## src/hdl/smeu_pkg.sv

```systemverilog
// Shared types, constants and opcodes for the stack machine execute unit.
package smeu_pkg;

  localparam int STACK_DEPTH_DEF = 64;
  localparam int NUM_REGS_DEF = 4;

  typedef enum logic [3:0] {
    CMD_BEGIN = 4'd0,
    CMD_END   = 4'd1,
    CMD_PUSH  = 4'd2,
    CMD_POP   = 4'd3,
    CMD_PUSHR = 4'd4,
    CMD_POPR  = 4'd5,
    CMD_ADD   = 4'd6,
    CMD_SUB   = 4'd7,
    CMD_MUL   = 4'd8,
    CMD_DIV   = 4'd9,
    CMD_OUT   = 4'd10,
    CMD_IN    = 4'd11
  } cmd_e;

  localparam logic [2:0] ST_OK      = 3'd0;
  localparam logic [2:0] ST_UNDER   = 3'd1;
  localparam logic [2:0] ST_OVER    = 3'd2;
  localparam logic [2:0] ST_DIVZ    = 3'd3;
  localparam logic [2:0] ST_INVALID = 3'd4;

  typedef struct packed {
    logic [3:0]         command;
    logic signed [31:0] value;
    logic [1:0]         reg_index;
  } in_item_t;

  typedef struct packed {
    logic signed [31:0] out_value;
    logic               out_valid;
    logic [2:0]         status;
    logic [6:0]         depth;
  } out_item_t;

  typedef struct packed {
    logic        start;
    logic        is_div;
    logic [31:0] a;
    logic [31:0] b;
  } md_req_t;

endpackage

```

## src/hdl/smeu_muldiv.sv

```systemverilog
// Shared iterative multiply and signed divide unit, one bit per cycle.
module smeu_muldiv
  import smeu_pkg::*;
(
  input  logic        clk,
  input  logic        rst,
  input  md_req_t     req,
  output logic        done,
  output logic [31:0] result
);

  logic        busy;
  logic        div_op;
  logic [5:0]  count;
  logic [31:0] acc;
  logic [31:0] mcand;
  logic [31:0] quot;
  logic [31:0] rem;
  logic [31:0] dvsr;
  logic        neg_q;
  logic [32:0] rem_shift;
  logic [32:0] rem_sub;
  logic [31:0] q_fix;

  assign rem_shift = {rem, quot[31]};
  assign rem_sub   = rem_shift - {1'b0, dvsr};
  assign q_fix     = neg_q ? (32'd0 - quot) : quot;

  always_ff @(posedge clk) begin
    if (rst) begin
      busy <= 1'b0;
      done <= 1'b0;
      count <= '0;
    end else begin
      done <= 1'b0;
      if (req.start) begin
        busy   <= 1'b1;
        div_op <= req.is_div;
        count  <= 6'd32;
        acc    <= '0;
        mcand  <= req.a;
        dvsr   <= req.b[31] ? (32'd0 - req.b) : req.b;
        quot   <= req.is_div ? (req.a[31] ? (32'd0 - req.a) : req.a) : req.b;
        rem    <= '0;
        neg_q  <= req.a[31] ^ req.b[31];
      end else if (busy) begin
        if (count == 6'd0) begin
          busy   <= 1'b0;
          done   <= 1'b1;
          result <= div_op ? q_fix : acc;
        end else begin
          count <= count - 6'd1;
          if (div_op) begin
            if (!rem_sub[32]) begin
              rem  <= rem_sub[31:0];
              quot <= {quot[30:0], 1'b1};
            end else begin
              rem  <= rem_shift[31:0];
              quot <= {quot[30:0], 1'b0};
            end
          end else begin
            if (quot[0]) acc <= acc + mcand;
            mcand <= mcand << 1;
            quot  <= quot >> 1;
          end
        end
      end
    end
  end

  a_no_done_when_idle: assert property (@(posedge clk) disable iff (rst)
    done |-> $past(busy)) else $error("done without busy");
  a_done_ends: assert property (@(posedge clk) disable iff (rst)
    done |-> !busy) else $error("busy after done");
  a_start_sets_busy: assert property (@(posedge clk) disable iff (rst)
    req.start |=> busy) else $error("start lost");

endmodule

```

## src/hdl/stack_machine_execute_unit.sv

```systemverilog
// Top level of the stack machine execute unit.
// Each beat passes through two stack reads, execute and a registered result; mul and
// div also wait on the iterative unit. One instruction is in flight: a new beat is
// taken only in idle, after the previous result is registered.
// Reset clears the stack pointer, the register file and the handshake state;
// stack memory contents are undefined until written.
module stack_machine_execute_unit
  import smeu_pkg::*;
#(
  parameter int STACK_DEPTH = STACK_DEPTH_DEF,
  parameter int NUM_REGS = NUM_REGS_DEF
)(
  input  logic      clk,
  input  logic      rst,
  input  logic      in_valid,
  output logic      in_ready,
  input  in_item_t  in_data,
  output logic      out_valid,
  input  logic      out_ready,
  output out_item_t out_data
);

  localparam int AW = $clog2(STACK_DEPTH);
  localparam int PW = $clog2(STACK_DEPTH + 1);
  localparam int RW = (NUM_REGS > 1) ? $clog2(NUM_REGS) : 1;

  typedef enum logic [2:0] {S_IDLE, S_RD1, S_RD2, S_EXEC, S_WAIT, S_RESP} state_t;

  state_t        state;
  in_item_t      item;
  out_item_t     resp;
  logic [PW-1:0] sp;
  logic [31:0]   mem [STACK_DEPTH];
  logic [31:0]   regs [NUM_REGS];
  logic [AW-1:0] rd_addr;
  logic [31:0]   rd_data;
  logic [31:0]   top_a;
  logic          mem_we;
  logic [AW-1:0] wr_addr;
  logic [31:0]   wr_data;
  md_req_t       md_req;
  logic          md_done;
  logic [31:0]   md_result;
  logic          reg_ok;
  logic [RW-1:0] ridx;

  assign ridx   = RW'(item.reg_index);
  assign reg_ok = {30'd0, item.reg_index} < NUM_REGS;

  always_ff @(posedge clk) begin
    if (mem_we) mem[wr_addr] <= wr_data;
    rd_data <= mem[rd_addr];
  end

  smeu_muldiv u_muldiv (
    .clk(clk), .rst(rst), .req(md_req), .done(md_done), .result(md_result)
  );

  assign in_ready = (state == S_IDLE);

  always_ff @(posedge clk) begin
    mem_we <= 1'b0;
    md_req.start <= 1'b0;
    if (rst) begin
      state <= S_IDLE;
      sp <= '0;
      out_valid <= 1'b0;
      for (int i = 0; i < NUM_REGS; i++) regs[i] <= '0;
    end else begin
      if (out_valid && out_ready && state != S_RESP) out_valid <= 1'b0;
      case (state)
        S_IDLE: begin
          if (in_valid && in_ready) begin
            item    <= in_data;
            rd_addr <= AW'(sp - PW'(1));
            state   <= S_RD1;
          end
        end
        S_RD1: begin
          rd_addr <= AW'(sp - PW'(2));
          state   <= S_RD2;
        end
        S_RD2: begin
          top_a <= rd_data;
          state <= S_EXEC;
        end
        S_EXEC: begin
          resp <= '{out_value: '0, out_valid: 1'b0, status: ST_OK,
                    depth: 7'(sp)};
          state <= S_RESP;
          case (item.command)
            CMD_BEGIN, CMD_END: ;
            CMD_PUSH, CMD_IN: begin
              if (sp >= PW'(STACK_DEPTH)) resp.status <= ST_OVER;
              else begin
                mem_we <= 1'b1; wr_addr <= AW'(sp); wr_data <= item.value;
                sp <= sp + PW'(1); resp.depth <= 7'(sp + PW'(1));
              end
            end
            CMD_POP: begin
              if (sp == '0) resp.status <= ST_UNDER;
              else begin
                sp <= sp - PW'(1); resp.depth <= 7'(sp - PW'(1));
              end
            end
            CMD_OUT: begin
              if (sp == '0) resp.status <= ST_UNDER;
              else begin
                sp <= sp - PW'(1); resp.depth <= 7'(sp - PW'(1));
                resp.out_value <= top_a; resp.out_valid <= 1'b1;
              end
            end
            CMD_PUSHR: begin
              if (!reg_ok) resp.status <= ST_INVALID;
              else if (sp >= PW'(STACK_DEPTH)) resp.status <= ST_OVER;
              else begin
                mem_we <= 1'b1; wr_addr <= AW'(sp); wr_data <= regs[ridx];
                sp <= sp + PW'(1); resp.depth <= 7'(sp + PW'(1));
              end
            end
            CMD_POPR: begin
              if (!reg_ok) resp.status <= ST_INVALID;
              else if (sp == '0) resp.status <= ST_UNDER;
              else begin
                regs[ridx] <= top_a;
                sp <= sp - PW'(1); resp.depth <= 7'(sp - PW'(1));
              end
            end
            CMD_ADD, CMD_SUB, CMD_MUL, CMD_DIV: begin
              if (sp < PW'(2)) resp.status <= ST_UNDER;
              else if (sp >= PW'(STACK_DEPTH)) resp.status <= ST_OVER;
              else if (item.command == CMD_DIV && rd_data == '0)
                resp.status <= ST_DIVZ;
              else if (item.command == CMD_ADD || item.command == CMD_SUB) begin
                mem_we  <= 1'b1; wr_addr <= AW'(sp);
                wr_data <= (item.command == CMD_ADD) ? top_a + rd_data
                                                     : top_a - rd_data;
                sp <= sp + PW'(1); resp.depth <= 7'(sp + PW'(1));
              end else begin
                md_req <= '{start: 1'b1, is_div: item.command == CMD_DIV,
                            a: top_a, b: rd_data};
                state <= S_WAIT;
              end
            end
            default: resp.status <= ST_INVALID;
          endcase
        end
        S_WAIT: begin
          if (md_done) begin
            mem_we <= 1'b1; wr_addr <= AW'(sp); wr_data <= md_result;
            sp <= sp + PW'(1); resp.depth <= 7'(sp + PW'(1));
            state <= S_RESP;
          end
        end
        S_RESP: begin
          if (!out_valid || out_ready) begin
            out_data  <= resp;
            out_valid <= 1'b1;
            state     <= S_IDLE;
          end
        end
        default: state <= S_IDLE;
      endcase
    end
  end

  a_sp_range: assert property (@(posedge clk) disable iff (rst)
    sp <= PW'(STACK_DEPTH)) else $error("stack pointer out of range");
  a_sp_step: assert property (@(posedge clk) disable iff (rst)
    (sp != $past(sp)) |-> ($past(state) == S_EXEC || $past(state) == S_WAIT))
    else $error("stack pointer moved outside execute");
  a_resp_valid: assert property (@(posedge clk) disable iff (rst)
    (state == S_RESP) |=> out_valid) else $error("response lost");
  a_no_accept_busy: assert property (@(posedge clk) disable iff (rst)
    (state != S_IDLE) |-> !in_ready) else $error("accept while busy");

endmodule
```

## config.mk

```make
export PLATFORM = sky130hd
export DESIGN_NAME = stack_machine_execute_unit
export DESIGN_NICKNAME = d
export VERILOG_FILES = /design/src/hdl/smeu_pkg.sv /design/src/hdl/smeu_muldiv.sv /design/src/hdl/stack_machine_execute_unit.sv
export SDC_FILE = /design/constraint.sdc
export NUM_CORES = 2
export LEC_CHECK = 0
export BUFFER_PORTS_ARGS = -buffer_cell sky130_fd_sc_hd__buf_2
export CAP_MARGIN = 20
export CORE_MARGIN = 2
export CORE_UTILIZATION = 58
export CTS_CLUSTER_SIZE = 20
export DETAILED_ROUTE_END_ITERATION = 10
export PLACE_DENSITY = 0.77
export SLEW_MARGIN = 20
export SYNTH_ARGS = -nofsm -noshare
export SYNTH_HDL_FRONTEND = slang
export SYNTH_SLANG_ARGS = --single-unit
```

## constraint.sdc

```tcl
create_clock -name clk -period 8.4 [get_ports clk]
set_input_delay 0.42 -clock clk [delete_from_list [all_inputs] [get_ports clk]]
set_output_delay 0.42 -clock clk [all_outputs]
set_load 0.005 [all_outputs]
```

After elaboration in Yosys (flattened, before gate mapping)
Memory sizes are Yosys's and may differ from the RTL's. A register that Yosys moved wholly into a read port is not among the register bits.
Index checks and enable logic that the tools add are counted.
- register bits: 480
- memory bits (writable): 2176
- input bits: 42
- output and inout bits: 45
- memories: 2
- add/subtract/negate cells: 11
- $lt $le $gt $ge: 2
- equal/unequal tests: 31
- multiplexer cells: 99
- bitwise logic cells: 12
- reductions and logical operators: 46
- memory list (memory ; words ; bits a word ; rd ports ; clocked after memory_dff ; write ports ; line ; RTL):
    mem ; 64 ; 32 ; 1 ; 1 ; 1 ; stack_machine_execute_unit.sv:33 ; logic [31:0] mem [STACK_DEPTH];
    regs ; 4 ; 32 ; 1 ; 1 ; 4 ; stack_machine_execute_unit.sv:34 ; logic [31:0] regs [NUM_REGS];
- operators by type and width (kind ; count):
    $mux W32 ; 29
    $pmux W32 S3 ; 1
    $sub A1 B32 Y32 const A ; 3
    $mux W66 ; 1
    $add A32 B32 Y32 ; 2
    $pmux W32 S2 ; 1
    $mux W6 ; 10
    $mux W7 ; 7
    $pmux W6 S2 ; 3
    $sub A33 B32 Y33 ; 1
    $logic_not A32 Y1 ; 1
    $reduce_or A32 Y1 ; 1
    $sub A32 B32 Y32 ; 1
    $mux W1 ; 31
    $mux W31 ; 1
    $ne A3 B3 Y1 const B ; 8
    $pmux W7 S3 ; 1
    $pmux W3 S6 ; 1
    $reduce_and A3 Y1 ; 6
    $eq A4 B3 Y1 const B ; 4
    $eq A4 B4 Y1 const B ; 4
    $pmux W7 S2 ; 1
    $mux W2 ; 6
    $pmux W3 S4 ; 1
    37 further kinds ; 76

Longest topological paths before layout
- depth after elaboration: 8
- mapped depth: 18
- gate-level depth less buffers: 16

By module
A second synthesis with hierarchy kept.
- cells, all modules: 5784
- area total of the unflattened synthesis: 110786.3 µm²
- modules (own cells, without submodules) (module ; times used ; cells each ; area each (µm²) ; seq. area each (µm²)):
    stack_machine_execute_unit ; 1 ; 4333 ; 96761.6 ; 74241.2
    smeu_muldiv ; 1 ; 1451 ; 14024.7 ; 5985.7

Least setup slack after synthesis
OpenSTA, ideal clock, no wires.
- path type: reg-to-reg
- start point: register rd_data[0] (read register of mem)
- end point: register md_req[0] (netlist name), enable pin
- arrival time: 5715 ps
- data required time: 7832 ps
- slack: 2117 ps
- stages on the path, launching flop included: 9
- buffers on the path: 0
- clock period less this slack: 6283 ps
- cells stage by stage: dfxtp_1 inv_1 ha_1 nor2b_1 nand2_1 nor4_2 nand4b_1 nand4b_1 nor3_1
- word-level cells in the longest chain between the ends: 4
- ends and longest elaborated chain (element ; line ; RTL):
    from (decl) ; stack_machine_execute_unit.sv:36 ; logic [31:0] rd_data;
    $logic_not A32 Y1 ; stack_machine_execute_unit.sv:132 ; else if (item.command == CMD_DIV && rd_data == '0)
    $logic_and A1 B1 Y1 ; stack_machine_execute_unit.sv:132 ;
    $not A1 Y1 (no source line) ; - ;
    $reduce_and A7 Y1 (no source line) ; - ;
    to (signal assigned) ; stack_machine_execute_unit.sv:140 ; md_req <= '{start: 1'b1, is_div: item.command == CMD_DIV,
    to (decl) ; stack_machine_execute_unit.sv:41 ; md_req_t md_req;
No other way between the ends.
A chain may end at the register's enable or synchronous reset.

Worst setup path in the final report
- start point: register item[35] (netlist name)
- end point: register wr_data[30], data pin
- word-level cells in the longest chain between the ends: 8
- elaborated cells on any way between the ends: 16
- classes of those cells: eq/ne: 7; mux: 7; reduce/logical: 2
- ends and longest elaborated chain (element ; line ; RTL):
    from (decl) ; stack_machine_execute_unit.sv:30 ; in_item_t item;
    from (signal assigned) ; stack_machine_execute_unit.sv:74 ; item <= in_data;
    $eq A4 B3 Y1 ; stack_machine_execute_unit.sv:91, stack_machine_execute_unit.sv:136 ;
    $mux W32 ; stack_machine_execute_unit.sv:136 ; wr_data <= (item.command == CMD_ADD) ? top_a + rd_data
    $mux W32 ; stack_machine_execute_unit.sv:134 ; else if (item.command == CMD_ADD || item.command == CMD_SUB) begin
    $mux W32 ; stack_machine_execute_unit.sv:132 ;
    $mux W32 ; stack_machine_execute_unit.sv:131 ; else if (sp >= PW'(STACK_DEPTH)) resp.status <= ST_OVER;
    $mux W32 ; stack_machine_execute_unit.sv:130 ; if (sp < PW'(2)) resp.status <= ST_UNDER;
    $pmux W32 S3 * ; stack_machine_execute_unit.sv:91 ; case (item.command)
    $pmux W32 S2 * ; stack_machine_execute_unit.sv:71 ; case (state)
    to (signal assigned) ; stack_machine_execute_unit.sv:136 ;
    to (decl) ; stack_machine_execute_unit.sv:40 ; logic [31:0] wr_data;
Mark *: on every way between the ends. The rest lies on a longest branch, timed or not. The select of a mux whose other input is x is not followed.

==> flow_metrics.tcl <==
set metrics [dict create \
    rsz0062_at_grt "no" \
    synthArstFlopShare 0 \
    synth_top_cell_by_area "edfxtp_1" \
    netlist_area_mm2 0.110 \
    hpwl_um 156000 \
    synthXorXnorAreaFrac 0.0159 \
    ys_seq_elements 2690 \
    path_max_fanout 20 \
    fmax_ghz 0.196 \
    port_buffers 86 \
    pwr_density_cell_mw_per_mm2 229 \
    vias 59700 \
    yosys_warnings 0 \
    rows 160 \
    crit_arrival_ns 5.74 \
    ff2ff_setup_slack_ns 3.29 \
    drc 0 \
    synth_top_family_by_area "multiplexers" \
    synth_mux_area_frac 0.151 \
    die_y_um 440 \
    reg2reg_to "wr_data[30]" \
    overflow 0 \
    synthToLayoutAreaGrowth_pct 12.3 \
    worst_setup_path_start_kind "flip-flop" \
    finalSetupViolations 0 \
    cts_buffers 278 \
    period_minus_slack_ns 5.11 \
    grt_pass1_vias 59900 \
    grt_max_degree 137 \
    setup-tns-final_ns 0 \
    startpoint "item[35]" \
    drive_above_1_share 0.239 \
    grt.total_usage 0.307 \
    grt_pass1_wl_um 424000 \
    rr_worst_depth 15 \
    final_max_slew_viol_count 0 \
    wl_um 296000 \
    yosys.area_share.simple 0.0416 \
    seq_area_frac_synth 0.727 \
    layout.nets 6171 \
    relSlewSlack 0.240 \
    synth_cells 5736 \
    core-area_mm2 0.190 \
    synth_nets 5892 \
    synth.top_cells.by_count "edfxtp_1 (2635), mux4_2 (696), nor2_1 (260), clkbuf_1 (225), nand2_1 (174)" \
    synth-edff-count 2635 \
    path_class "reg2reg" \
    routedWlPerCell_um 33.9 \
    status "completed" \
    crit_required_ns 9.03 \
    synth_area_leaders "edfxtp_1 (72%), mux4_2 (14%), ha_1 (1.3%)" \
    critPathCaptureType "flip-flop" \
    synthAdderAreaFrac 0.0131 \
    gp_congestion 0.922 \
    p_leak_nw 40.6 \
    final_cells 8720 \
    ys_types 74 \
    post_synth.cell_area_avg_um2 19.2 \
    ctsLongestPathBuffers 4 \
    cts_resized 0 \
    ir_worst_vdd_uv 318 \
    hold_depth 3 \
    antenna_found_initial 16 \
    die_area_mm2 0.194 \
    hold_viol_final 0 \
    fin_crit_sh 0.609 \
    clock-root-buffer "clkbuf_16" \
    dp_cells 8204 \
    avgViaCountPerCell 6.85 \
    start_util 0.582 \
    worst_pin_slew_ns 1.14 \
    clk_pin_slew_worst_paths_ns 0.06 \
    synth_top_area_share 0.717 \
    firstDrtPassIters 6 \
    clock_skew_ns 0.0740 \
    max_cap_viol_count 0 \
    cts_tree "built" \
    synth_compound_area_frac 0.0387 \
    htree_levels 5 \
    antenna_left 0 \
    synth-main-ff-cell "edfxtp_1" \
    drtIter0Drc 8486 \
    hold_path.class "in2reg" \
    r2r_start "item[35]" \
    synth.most_common_cell "edfxtp_1" \
    pin_count 87 \
    die_x_um 440 \
    clock_latency_ns 0.94 \
    crit_path_end "wr_data[30]" \
    clock-sinks 2690 \
]
## routing by layer
layer / global-route usage / up-vias / routed length (um)
met5: 0 / - / 116
met4: 0.133 / 16 / 14500
met3: 0.0603 / 850 / 31200
met2: 0.503 / 4112 / 146000
met1: 0.406 / 30700 / 103000
li1: - / 24000 / -
## worst max-delay path: stages (launching register included)
cell and delay, ns:
edfxtp_1 0.75, nand2b_1 0.23, or2_2 0.49, nor2_1 0.20
a21o_1 0.17, inv_1 0.07, fa_1 0.37, nand2b_1 0.19
a21oi_1 0.24, o31ai_1 0.19, a2111oi_0 0.86, o211ai_1 0.25
a31oi_1 0.35, a2bb2oi_1 0.24, xnor2_1 0.13, o21ai_0 0.08
## cell families after synthesis
| family | after synthesis |
|---|---|
| compound gates | 657 |
| flops | 2690 |
| mux | 793 |
| xor+xnor | 200 |
| simple gates | 909 |
| buf+inv | 373 |
| fa+ha+maj | 114 |
## power by group
group	leakage [nW]	switching, mW	internal, mW	total [mW]
combinational	12.0	0.845	0.665	1.51
clock	4.24	5.08	7.04	12.1
sequential	24.3	0.114	14.7	14.8
## stage by stage
stage / power (mW) / hold slack [ns] / util / cell area, um^2 / setup slack [ns]
6_report: 28.4 / 0.153 / 0.654 / 124000 / 3.29
5_1_grt: 29.0 / 0.159 / 0.654 / 124000 / 2.96
4_1_cts: 28.5 / 0.107 / 0.654 / 124000 / 3.42
3_5_place_dp: 16.5 / 0.405 / 0.606 / 115000 / 3.49
3_3_place_gp: 16.5 / 0.403 / 0.605 / 115000 / 3.62
2_1_floorplan: 16.0 / 0.400 / - / 110000 / 2.12
## area by class of cell
type | count | area, um^2
Clock buffer | 345 | 7440
Timing Repair Buffer | 294 | 2240
Inverter | 78 | 293
Antenna cell | 4 | 10.0
Sequential cell | 2690 | 80200
Clock inverter | 125 | 1280
Tap cell | 2511 | 3140
Multi-Input combinational cell | 2673 | 29300
Fill cell | 11800 | 65600
## registers in the layout, indices dropped and copies added (netlist names), 36 cells and up, named ones only
signal and flops:
item 36, md_req 66, mem 2048, out_data 43
regs 128, resp 43
## how the worst min path moves through the flow
stage / endpoint / slack, ns / start
6_report: u_muldiv.count[5] / 0.15 / rst
5_1_grt: sp[0] / 0.16 / rst
4_1_cts: u_muldiv.count[5] / 0.11 / rst
3_5_place_dp: out_data[11] / 0.40 / resp[11]
3_3_place_gp: out_data[7] / 0.40 / resp[7]
2_1_floorplan: out_data[0] / 0.40 / resp[0]
## cell usage in the layout (no fill, tap or decap), types with 104 or more instances in the layout
cell       count
edfxtp_1    2635
mux4_2       696
clkbuf_16    287
nor2_1       193
nand2_1      173
a21oi_1      167
buf_4        154
o21ai_0      147
and2_1       141
ha_1         111
xor2_1       104
## what timing repair did
| action | CTS | global route |
|---|---|---|
| hold endpoints to repair | 42 | 0 |
| hold buffers | 40 | 0 |
| setup buffers | 0 | 0 |
(Power assumes the default switching activity.)
